[src/rtl/jtv_pkg.sv]
// ----------------------------------------------------------------------------
// JSON text validator package
// Shared word types, parse modes and sizing constants.
// ----------------------------------------------------------------------------
package jtv_pkg;

   localparam int MAX_NEST   = 32;
   localparam int STACK_DEPTH = MAX_NEST + 1;
   localparam int STACK_IDX_W = $clog2(STACK_DEPTH);
   localparam int NEST_W      = $clog2(MAX_NEST + 2);

   typedef enum logic [4:0] {
      M_VALUE     = 5'd0,
      M_ARR_FIRST = 5'd1,
      M_OBJ_FIRST = 5'd2,
      M_KEY       = 5'd3,
      M_COLON     = 5'd4,
      M_AFTER     = 5'd5,
      M_STR       = 5'd6,
      M_ESC       = 5'd7,
      M_HEX       = 5'd8,
      M_UTF       = 5'd9,
      M_KSTR      = 5'd10,
      M_KESC      = 5'd11,
      M_KHEX      = 5'd12,
      M_KUTF      = 5'd13,
      M_LIT       = 5'd14,
      M_N_MINUS   = 5'd15,
      M_N_ZERO    = 5'd16,
      M_N_INT     = 5'd17,
      M_N_DOT     = 5'd18,
      M_N_FRAC    = 5'd19,
      M_N_E       = 5'd20,
      M_N_ESIGN   = 5'd21,
      M_N_EXP     = 5'd22
   } mode_type;

   typedef enum logic [1:0] {
      RULE_NONE  = 2'd0,
      RULE_FLOOR = 2'd1,
      RULE_CEIL  = 2'd2
   } rule_type;

   typedef struct packed {
      logic [7:0] data_byte;
      logic       end_of_text;
   } req_word_type;

   typedef struct packed {
      logic error_flag;
      logic text_done;
   } rsp_word_type;

   // Letter expected at each literal position of "truefalsenull".
   function automatic logic [7:0] lit_char(input logic [3:0] idx);
      logic [7:0] c;
      case (idx)
         4'd0:  c = "t";
         4'd1:  c = "r";
         4'd2:  c = "u";
         4'd3:  c = "e";
         4'd4:  c = "f";
         4'd5:  c = "a";
         4'd6:  c = "l";
         4'd7:  c = "s";
         4'd8:  c = "e";
         4'd9:  c = "n";
         4'd10: c = "u";
         4'd11: c = "l";
         4'd12: c = "l";
         default: c = 8'h00;
      endcase
      return c;
   endfunction

endpackage

[src/rtl/jtv_step.sv]
// ----------------------------------------------------------------------------
// JSON validator step logic
// Computes the next parser state for one text byte.
// ----------------------------------------------------------------------------
module jtv_step (
   input  logic [7:0]                     b,
   input  jtv_pkg::mode_type              mode,
   input  logic [jtv_pkg::NEST_W-1:0]     nest,
   input  logic                           top_is_obj,
   input  logic [1:0]                     utf_left,
   input  jtv_pkg::rule_type              rule,
   input  logic [2:0]                     hex_left,
   input  logic [4:0]                     lit,
   output jtv_pkg::mode_type              mode_n,
   output logic [jtv_pkg::NEST_W-1:0]     nest_n,
   output logic                           push,
   output logic                           push_obj,
   output logic [1:0]                     utf_left_n,
   output jtv_pkg::rule_type              rule_n,
   output logic [2:0]                     hex_left_n,
   output logic [4:0]                     lit_n,
   output logic                           fail
);
   logic ws, dig, hex, kstr;
   logic [7:0] thr;
   jtv_pkg::mode_type sub;

   assign ws  = (b == 8'h20) || (b == 8'h09) || (b == 8'h0a) || (b == 8'h0d);
   assign dig = (b >= "0") && (b <= "9");
   assign hex = dig || ((b >= "a") && (b <= "f")) || ((b >= "A") && (b <= "F"));
   assign kstr = (mode == jtv_pkg::M_KSTR) || (mode == jtv_pkg::M_KESC) ||
                 (mode == jtv_pkg::M_KHEX) || (mode == jtv_pkg::M_KUTF);
   assign thr = (utf_left == 2'd3) ? 8'h90 : 8'ha0;

   always_comb begin
      mode_n     = mode;
      nest_n     = nest;
      push       = 1'b0;
      push_obj   = 1'b0;
      utf_left_n = utf_left;
      rule_n     = rule;
      hex_left_n = hex_left;
      lit_n      = lit;
      fail       = 1'b0;
      sub        = kstr ? jtv_pkg::mode_type'(mode - 5'd4) : mode;

      case (mode)
         jtv_pkg::M_VALUE, jtv_pkg::M_ARR_FIRST: begin
            if (ws) begin
            end else if (mode == jtv_pkg::M_ARR_FIRST && b == "]") begin
               nest_n = nest - 1'b1;
               mode_n = jtv_pkg::M_AFTER;
            end else if (nest > jtv_pkg::NEST_W'(jtv_pkg::MAX_NEST)) begin
               fail = 1'b1;
            end else if (b == "\"") begin
               mode_n = jtv_pkg::M_STR;
            end else if (b == "{") begin
               push = 1'b1; push_obj = 1'b1;
               nest_n = nest + 1'b1;
               mode_n = jtv_pkg::M_OBJ_FIRST;
            end else if (b == "[") begin
               push = 1'b1;
               nest_n = nest + 1'b1;
               mode_n = jtv_pkg::M_ARR_FIRST;
            end else if (b == "t") begin
               lit_n = 5'd1; mode_n = jtv_pkg::M_LIT;
            end else if (b == "f") begin
               lit_n = 5'd5; mode_n = jtv_pkg::M_LIT;
            end else if (b == "n") begin
               lit_n = 5'd10; mode_n = jtv_pkg::M_LIT;
            end else if (b == "-") begin
               mode_n = jtv_pkg::M_N_MINUS;
            end else if (b == "0") begin
               mode_n = jtv_pkg::M_N_ZERO;
            end else if (dig) begin
               mode_n = jtv_pkg::M_N_INT;
            end else begin
               fail = 1'b1;
            end
         end
         jtv_pkg::M_OBJ_FIRST, jtv_pkg::M_KEY: begin
            if (ws) begin
            end else if (b == "}" && mode == jtv_pkg::M_OBJ_FIRST) begin
               nest_n = nest - 1'b1;
               mode_n = jtv_pkg::M_AFTER;
            end else if (b == "\"") begin
               mode_n = jtv_pkg::M_KSTR;
            end else begin
               fail = 1'b1;
            end
         end
         jtv_pkg::M_COLON: begin
            if (ws) begin
            end else if (b == ":") begin
               mode_n = jtv_pkg::M_VALUE;
            end else begin
               fail = 1'b1;
            end
         end
         jtv_pkg::M_STR, jtv_pkg::M_ESC, jtv_pkg::M_HEX, jtv_pkg::M_UTF,
         jtv_pkg::M_KSTR, jtv_pkg::M_KESC, jtv_pkg::M_KHEX, jtv_pkg::M_KUTF: begin
            case (sub)
               jtv_pkg::M_STR: begin
                  if (b == "\"") begin
                     mode_n = kstr ? jtv_pkg::M_COLON : jtv_pkg::M_AFTER;
                  end else if (b < 8'h20) begin
                     fail = 1'b1;
                  end else if (b == "\\") begin
                     mode_n = kstr ? jtv_pkg::M_KESC : jtv_pkg::M_ESC;
                  end else if (b >= 8'h80) begin
                     rule_n = jtv_pkg::RULE_NONE;
                     if (b >= 8'hc2 && b <= 8'hdf) utf_left_n = 2'd1;
                     else if (b >= 8'he0 && b <= 8'hef) utf_left_n = 2'd2;
                     else if (b >= 8'hf0 && b <= 8'hf4) utf_left_n = 2'd3;
                     else fail = 1'b1;
                     if (b == 8'he0 || b == 8'hf0) rule_n = jtv_pkg::RULE_FLOOR;
                     if (b == 8'hed || b == 8'hf4) rule_n = jtv_pkg::RULE_CEIL;
                     mode_n = kstr ? jtv_pkg::M_KUTF : jtv_pkg::M_UTF;
                  end
               end
               jtv_pkg::M_ESC: begin
                  if (b == "\"" || b == "\\" || b == "/" || b == "b" || b == "f" ||
                      b == "n" || b == "r" || b == "t") begin
                     mode_n = kstr ? jtv_pkg::M_KSTR : jtv_pkg::M_STR;
                  end else if (b == "u") begin
                     hex_left_n = 3'd4;
                     mode_n = kstr ? jtv_pkg::M_KHEX : jtv_pkg::M_HEX;
                  end else begin
                     fail = 1'b1;
                  end
               end
               jtv_pkg::M_HEX: begin
                  if (!hex || hex_left == 3'd0) begin
                     fail = 1'b1;
                  end else begin
                     hex_left_n = hex_left - 3'd1;
                     if (hex_left == 3'd1)
                        mode_n = kstr ? jtv_pkg::M_KSTR : jtv_pkg::M_STR;
                  end
               end
               default: begin
                  if (b[7:6] != 2'b10 || utf_left == 2'd0) begin
                     fail = 1'b1;
                  end else if ((rule == jtv_pkg::RULE_FLOOR && b < thr) ||
                               (rule == jtv_pkg::RULE_CEIL && b >= thr)) begin
                     fail = 1'b1;
                  end else begin
                     rule_n = jtv_pkg::RULE_NONE;
                     utf_left_n = utf_left - 2'd1;
                     if (utf_left == 2'd1)
                        mode_n = kstr ? jtv_pkg::M_KSTR : jtv_pkg::M_STR;
                  end
               end
            endcase
         end
         jtv_pkg::M_LIT: begin
            if (lit >= 5'd13 || jtv_pkg::lit_char(lit[3:0]) != b) begin
               fail = 1'b1;
            end else if (lit == 5'd3 || lit == 5'd8 || lit == 5'd12) begin
               lit_n = 5'd0;
               mode_n = jtv_pkg::M_AFTER;
            end else begin
               lit_n = lit + 5'd1;
            end
         end
         jtv_pkg::M_N_MINUS: begin
            if (b == "0") mode_n = jtv_pkg::M_N_ZERO;
            else if (dig) mode_n = jtv_pkg::M_N_INT;
            else fail = 1'b1;
         end
         jtv_pkg::M_N_DOT: begin
            if (dig) mode_n = jtv_pkg::M_N_FRAC; else fail = 1'b1;
         end
         jtv_pkg::M_N_E: begin
            if (b == "+" || b == "-") mode_n = jtv_pkg::M_N_ESIGN;
            else if (dig) mode_n = jtv_pkg::M_N_EXP;
            else fail = 1'b1;
         end
         jtv_pkg::M_N_ESIGN: begin
            if (dig) mode_n = jtv_pkg::M_N_EXP; else fail = 1'b1;
         end
         jtv_pkg::M_AFTER, jtv_pkg::M_N_ZERO, jtv_pkg::M_N_INT,
         jtv_pkg::M_N_FRAC, jtv_pkg::M_N_EXP: begin
            if (mode == jtv_pkg::M_N_ZERO && dig) begin
               fail = 1'b1;
            end else if (mode != jtv_pkg::M_AFTER && mode != jtv_pkg::M_N_ZERO && dig) begin
            end else if (b == "." && (mode == jtv_pkg::M_N_ZERO ||
                                      mode == jtv_pkg::M_N_INT)) begin
               mode_n = jtv_pkg::M_N_DOT;
            end else if ((b == "e" || b == "E") && mode != jtv_pkg::M_N_EXP &&
                         mode != jtv_pkg::M_AFTER) begin
               mode_n = jtv_pkg::M_N_E;
            end else begin
               // Anything else closes the value.
               mode_n = jtv_pkg::M_AFTER;
               if (ws) begin
               end else if (nest == '0 ||
                            nest > jtv_pkg::NEST_W'(jtv_pkg::MAX_NEST + 1)) begin
                  fail = 1'b1;
               end else if (b == ",") begin
                  mode_n = top_is_obj ? jtv_pkg::M_KEY : jtv_pkg::M_VALUE;
               end else if ((b == "]" && !top_is_obj) || (b == "}" && top_is_obj)) begin
                  nest_n = nest - 1'b1;
               end else begin
                  fail = 1'b1;
               end
            end
         end
         default: fail = 1'b1;
      endcase
   end
endmodule

[src/rtl/json_text_validator.sv]
// ----------------------------------------------------------------------------
// JSON text validator
// Streaming syntax check of JSON text, one byte per word.
// ----------------------------------------------------------------------------
// Each accepted byte word gives one result word in the next cycle, and a new
// word is taken every cycle while the output register is free or being
// drained; throughput is one byte per clock, with the state updated for each
// accepted byte. The top entry of the container stack is held in a register
// that is loaded only when a word is accepted, so the stack array is only
// read in the clocked block. A word with end_of_text set, or a zero byte,
// returns the verdict with text_done and returns the parser to its reset state.
module json_text_validator (
   input  logic                  clock,
   input  logic                  reset,
   input  logic                  req_valid,
   output logic                  req_stall,
   input  jtv_pkg::req_word_type req_word,
   output logic                  rsp_valid,
   input  logic                  rsp_stall,
   output jtv_pkg::rsp_word_type rsp_word
);
   jtv_pkg::mode_type          mode_ff, mode_in, mode_s;
   logic [jtv_pkg::NEST_W-1:0] nest_ff, nest_in, nest_s;
   logic [1:0]                 utf_ff, utf_in, utf_s;
   jtv_pkg::rule_type          rule_ff, rule_in, rule_s;
   logic [2:0]                 hex_ff, hex_in, hex_s;
   logic [4:0]                 lit_ff, lit_in, lit_s;
   logic                       err_ff, err_in;
   logic                       stack_ff [jtv_pkg::STACK_DEPTH];
   logic                       top_ff, push, push_obj, fail;
   logic                       rsp_valid_ff;
   jtv_pkg::rsp_word_type      rsp_word_ff, rsp_word_in;
   logic                       take, ending, ok;
   logic                       stack_we;
   logic [jtv_pkg::STACK_IDX_W-1:0] pop_idx;

   assign req_stall = rsp_valid_ff && rsp_stall;
   assign take      = req_valid && !req_stall;
   assign ending    = req_word.end_of_text || (req_word.data_byte == 8'h00);

   jtv_step u_step (
      .b(req_word.data_byte), .mode(mode_ff), .nest(nest_ff), .top_is_obj(top_ff),
      .utf_left(utf_ff), .rule(rule_ff), .hex_left(hex_ff), .lit(lit_ff),
      .mode_n(mode_s), .nest_n(nest_s), .push(push), .push_obj(push_obj),
      .utf_left_n(utf_s), .rule_n(rule_s), .hex_left_n(hex_s), .lit_n(lit_s),
      .fail(fail)
   );

   assign ok = !err_ff && nest_ff == '0 &&
               (mode_ff == jtv_pkg::M_AFTER || mode_ff == jtv_pkg::M_N_ZERO ||
                mode_ff == jtv_pkg::M_N_INT || mode_ff == jtv_pkg::M_N_FRAC ||
                mode_ff == jtv_pkg::M_N_EXP);

   always_comb begin
      mode_in = mode_ff; nest_in = nest_ff; utf_in = utf_ff; rule_in = rule_ff;
      hex_in = hex_ff; lit_in = lit_ff; err_in = err_ff;
      rsp_word_in.error_flag = err_ff;
      rsp_word_in.text_done  = 1'b0;
      if (ending) begin
         mode_in = jtv_pkg::M_VALUE; nest_in = '0; utf_in = 2'd0;
         rule_in = jtv_pkg::RULE_NONE; hex_in = 3'd0; lit_in = 5'd0; err_in = 1'b0;
         rsp_word_in.error_flag = !ok;
         rsp_word_in.text_done  = 1'b1;
      end else if (!err_ff) begin
         if (fail) begin
            err_in = 1'b1;
         end else begin
            mode_in = mode_s; nest_in = nest_s; utf_in = utf_s; rule_in = rule_s;
            hex_in = hex_s; lit_in = lit_s;
         end
         rsp_word_in.error_flag = fail;
      end
   end

   assign stack_we = take && !ending && !err_ff && !fail && push;
   assign pop_idx  = nest_in[jtv_pkg::STACK_IDX_W-1:0] - 1'b1;

   always_ff @(posedge clock) begin
      if (reset) begin
         mode_ff <= jtv_pkg::M_VALUE; nest_ff <= '0; utf_ff <= 2'd0;
         rule_ff <= jtv_pkg::RULE_NONE; hex_ff <= 3'd0; lit_ff <= 5'd0;
         err_ff <= 1'b0; rsp_valid_ff <= 1'b0;
      end else begin
         if (take) begin
            mode_ff <= mode_in; nest_ff <= nest_in; utf_ff <= utf_in;
            rule_ff <= rule_in; hex_ff <= hex_in; lit_ff <= lit_in; err_ff <= err_in;
         end
         if (take) rsp_valid_ff <= 1'b1;
         else if (!rsp_stall) rsp_valid_ff <= 1'b0;
      end
   end

   // A push writes the new top straight into top_ff; otherwise the entry
   // below the next depth is read, which is current since only pushes write.
   always_ff @(posedge clock) begin
      if (take) rsp_word_ff <= rsp_word_in;
      if (stack_we)
         stack_ff[nest_ff[jtv_pkg::STACK_IDX_W-1:0]] <= push_obj;
      if (take) begin
         if (stack_we) top_ff <= push_obj;
         else if (nest_in != '0) top_ff <= stack_ff[pop_idx];
      end
   end

   assign rsp_valid = rsp_valid_ff;
   assign rsp_word  = rsp_word_ff;

   // Nesting never exceeds the stack depth.
   a_nest_bound: assert property (@(posedge clock) disable iff (reset)
      nest_ff <= jtv_pkg::NEST_W'(jtv_pkg::STACK_DEPTH))
      else $error("nest level out of range");
   // An ending word leaves the parser in its start state.
   a_end_clears: assert property (@(posedge clock) disable iff (reset)
      take && ending |=> mode_ff == jtv_pkg::M_VALUE && nest_ff == '0 && !err_ff)
      else $error("end of text did not clear state");
   // Error stays set until an ending word.
   a_err_sticky: assert property (@(posedge clock) disable iff (reset)
      err_ff && !(take && ending) |=> err_ff)
      else $error("error flag dropped");
   // Continuation count is zero whenever the parser is outside a UTF-8 sequence.
   a_utf_idle: assert property (@(posedge clock) disable iff (reset)
      (mode_ff != jtv_pkg::M_UTF && mode_ff != jtv_pkg::M_KUTF) |-> utf_ff == 2'd0)
      else $error("utf8 count stale");
endmodule
[config.mk]
export PLATFORM = sky130hd
export DESIGN_NAME = json_text_validator
export DESIGN_NICKNAME = d
export VERILOG_FILES = /design/src/rtl/jtv_pkg.sv /design/src/rtl/jtv_step.sv /design/src/rtl/json_text_validator.sv
export SDC_FILE = /design/constraint.sdc
export NUM_CORES = 1
export LEC_CHECK = 0
export BUFFER_PORTS_ARGS = -buffer_cell sky130_fd_sc_hd__buf_2
export CORE_UTILIZATION = 55
export CTS_CLUSTER_SIZE = 10
export DETAILED_ROUTE_END_ITERATION = 8
export GPL_TIMING_DRIVEN = 0
export PLACE_DENSITY = 0.83
export SETUP_SLACK_MARGIN = 0.5
export SKIP_LAST_GASP = 1
export SYNTH_ARGS = -nofsm -noshare
export SYNTH_HDL_FRONTEND = slang
export SYNTH_SLANG_ARGS = --single-unit
[constraint.sdc]
create_clock -name clock -period 7.3 [get_ports clock]
set_input_delay 0.365 -clock clock [delete_from_list [all_inputs] [get_ports clock]]
set_output_delay 0.365 -clock clock [all_outputs]
set_load 0.005 [all_outputs]
==> summary.txt <==
STA
  • RSZ-0062 raised after global routing: no
  • Tmin final: 5.822 ns
  • Count of final hold-check violations: 0
  • Final setup vio count: 0
  • Worst slew pin tran: 1.214 ns
  • Fin crit share: 79.75%
  • Final slew viol count: 0
  • Worst setup margin: 1.478 ns
  • Worst-case clock skew: 0.02264 ns
  • F_max: 171.8 MHz
  • Slew margin rel.: 18.33%
  • Setup TNS: 0 ns

Critical path
  • CP startpoint kind: flop
  • CP Cell Sequence: inv_1 > ha_1 > or4b_1 > a2111oi_2 > nor2_2 > a22o_1 > o211ai_4 > nand3_1 > o22ai_1 > buf_4 > inv_1 > ha_1 > inv_2 > mux4_2 > mux2i_1 > mux4_2 > mux2i_1 > mux2_2
  • Slowest-stage cell, CP: a2111oi_2
  • Worst path arrival time: 5.95 ns
  • Reg2Reg Depth: 18
  • Worst setup startpoint: mode_ff[2]
  • Required time of the critical path: 7.43 ns
  • Max FO, Critical Path: 10
  • Worst Setup End Kind: flop
  • Register-to-register setup slack: 1.48 ns
  • Crit Path Category: reg2reg
  • RR Endpoint: top_ff
  • Worst r2r src: mode_ff[2]
  • CP peak stage delay: 0.59 ns

Clock network
  • CTS HTree Levels: 3
  • CTS root buf: clkbuf_8
  • Number of clock sinks: 67
  • # hold bufs at CTS: 0
  • Clock Tree Buf Depth: 2
  • Setup bufs post-CTS: 0
  • CTS tree: built
  • Clk_lat worst skew: 0.36 ns
  • Reg clk slew, reported paths: 0.10 ns
  • Total CTS buffers: 9
  • CTS-repair resized insts: 0

Layout
  • Fraction of layout cells with a size suffix above 1: 12.68%
  • Synthesis-to-finish area growth: 7.577%
  • Footprint of the multi-input gates: 3904 um^2
  • Nets@finish: 785
  • N_diodes: 0
  • Register area: 1702 um^2
  • Fillers: 944

Global route
  • Largest net degree at the start of global routing: 35
  • Vias in the first global route: 5736
  • Overflow left after global routing: 0
  • Global-route wire length before repair: 29660 um
  • Initial antenna violation count: 0
  • Overall global routing resource usage: 33.97%

Logic synthesis
  • Cell count after synthesis: 719
  • Synth Cell Area: 5928 um^2
  • Avg Cell Area, Syn: 8.245 um^2
  • Syn. warnings: 0
  • Top cell type by total area after synthesis: edfxtp_1
  • Async S/R FF share, synth: 0%
  • Post-synth EDFFs: 36
  • Most common cell in the netlist: nor2_1
  • Total nets after synthesis: 760
  • Largest cells by area after synthesis: edfxtp_1 18%, dfxtp_1 10%, nor2_1 6.5%, ha_1 5.9%, nand2_1 3.7%
  • Flop and latch count out of synthesis: 67
  • Top-area cell type share of the netlist area: 18.24%
  • Most common library cells after synthesis: 103 x nor2_1, 59 x nand2_1, 44 x a21oi_1
  • Main synth FF type: edfxtp_1
  • Distinct cell type count after synthesis: 93
  • Seq/Total Area, Yosys: 28.70%

Hold path
  • Hold Path End: rsp_valid
  • Worst Hold Class: in2reg
  • Hold depth: 3
  • Hold Startpoint: req_valid

Pwr
  • P per Cell Area: 141.8 nW/um^2
  • Maximum vdd drop: 0.1357 mV
  • Leak pwr: 2.194 nW
  • Total power: 904.0 uW

Placement
  • Hpwl dp: 13610 um
  • GPL Wtd Cong: 0.9863
  • DP Worst Slack: 1.578 ns
  • Port Buf Inserts: 14

Die
  • Die H: 105.8 um
  • Placement Rows: 37
  • Die width: 105.8 um
  • # IOs: 17
  • Core region area: 10370 um^2
  • Initial Utilization: 57.17%
  • Die area: 11200 um^2

Drt
  • Routed WL: 18330 um
  • Residual DRC: 0
  • 1st-iter DRT viols: 737
  • ANT nets after route: 0
  • Vias per inst: 6.713
  • First-pass DRT Iterations: 6
  • Via count: 5941
  • DR WL/cell: 20.71 um

Job
  • Max Cap Viol: 0

Outcome
  • Status: complete, no violations
[worst max path at each step]
stage          endpoint  cells after the start
4_1_cts          top_ff                     18
3_3_place_gp     top_ff                     21
3_5_place_dp     top_ff                     18
5_1_grt          top_ff                     18
2_1_floorplan    top_ff                     20
6_report         top_ff                     18
[cells in the final DEF, fill, tap and decap left out, types with 11 or more instances in the layout]
cell type / instances
dfxtp_1: 31
a211oi_1: 11
nand2_1: 59
nand3_1: 24
buf_2: 29
a21oi_1: 44
o21ai_0: 26
edfxtp_1: 36
nor3_1: 19
ha_1: 28
nor2_1: 103
inv_1: 35
clkbuf_1: 21
o211ai_1: 11
nand2b_1: 22
[routing by layer]
metal | vias to the layer above | track usage, % | part of all wire [%]
li1 | 2735 | - | -
met1 | 2813 | 44.55 | 41
met2 | 339 | 54.48 | 46
met3 | 54 | 5.690 | 9.8
met4 | 0 | 15.97 | 3.4
met5 | - | 0 | 0
[registers in the layout, summed over array words and instances, names as in the netlist, 2 cells and up, named ones only]
register  cells
stack_ff     33
lit_ff        5
nest_ff       6
utf_ff        2
rule_ff       2
hex_ff        3
rsp_word      2
mode_ff       5
[power by group]
part / leakage, nW / switching (mW) / internal (mW)
combinational: 1.58 / 0.101 / 0.0602
sequential: 0.517 / 0.00659 / 0.399
clock: 0.0999 / 0.172 / 0.164
[cell families (layout without fill, tap and decap cells)]
logic type | Yosys count | after routing | share of synthesized area (%)
XOR/XNOR | 14 | 14 | 2.385
adder cells (fa/ha/maj) | 28 | 28 | 5.910
multiplexers | 23 | 23 | 5.867
AND/OR/NAND/NOR | 330 | 330 | 29.55
flip-flops | 67 | 67 | 28.70
AO/OA/AOI/OAI | 178 | 178 | 22.14
buffers and inverters | 79 | 109 | 5.445
[critical path, delay by kind of cell, from the launching register on]
family | cells | cell delay [ns]
muxes | 5 | 1.36
AOI/OAI and AO/OA | 4 | 1.41
DFF | 1 | 0.51
and+or+nand+nor | 3 | 0.91
buffers and inverters | 4 | 0.74
adders and majority gates | 2 | 0.64
[through the flow]
stage                     instances  utilization (%)  hold WS, ns  cell area (um^2)
after floorplan                 719                -       0.4319              5928
after global placement          869            59.48       0.4411              6168
after detailed placement        869            59.48       0.4579              6168
after CTS                       885            61.50       0.2371              6377
after global routing            885            61.50       0.2535              6377
final                           885            61.50       0.2529              6377
[layout make-up]
type | instances | area share (%)
Sequential cell | 67 | 26.68
Clock inverter | 7 | 1.334
Multi-Input combinational cell | 573 | 61.21
Inverter | 37 | 2.178
Buffer | 42 | 2.884
Clock buffer | 9 | 1.942
Tap cell | 136 | 2.668
Timing Repair Buffer | 14 | 1.099
No activity file was read; power rests on OpenSTA's default activity.
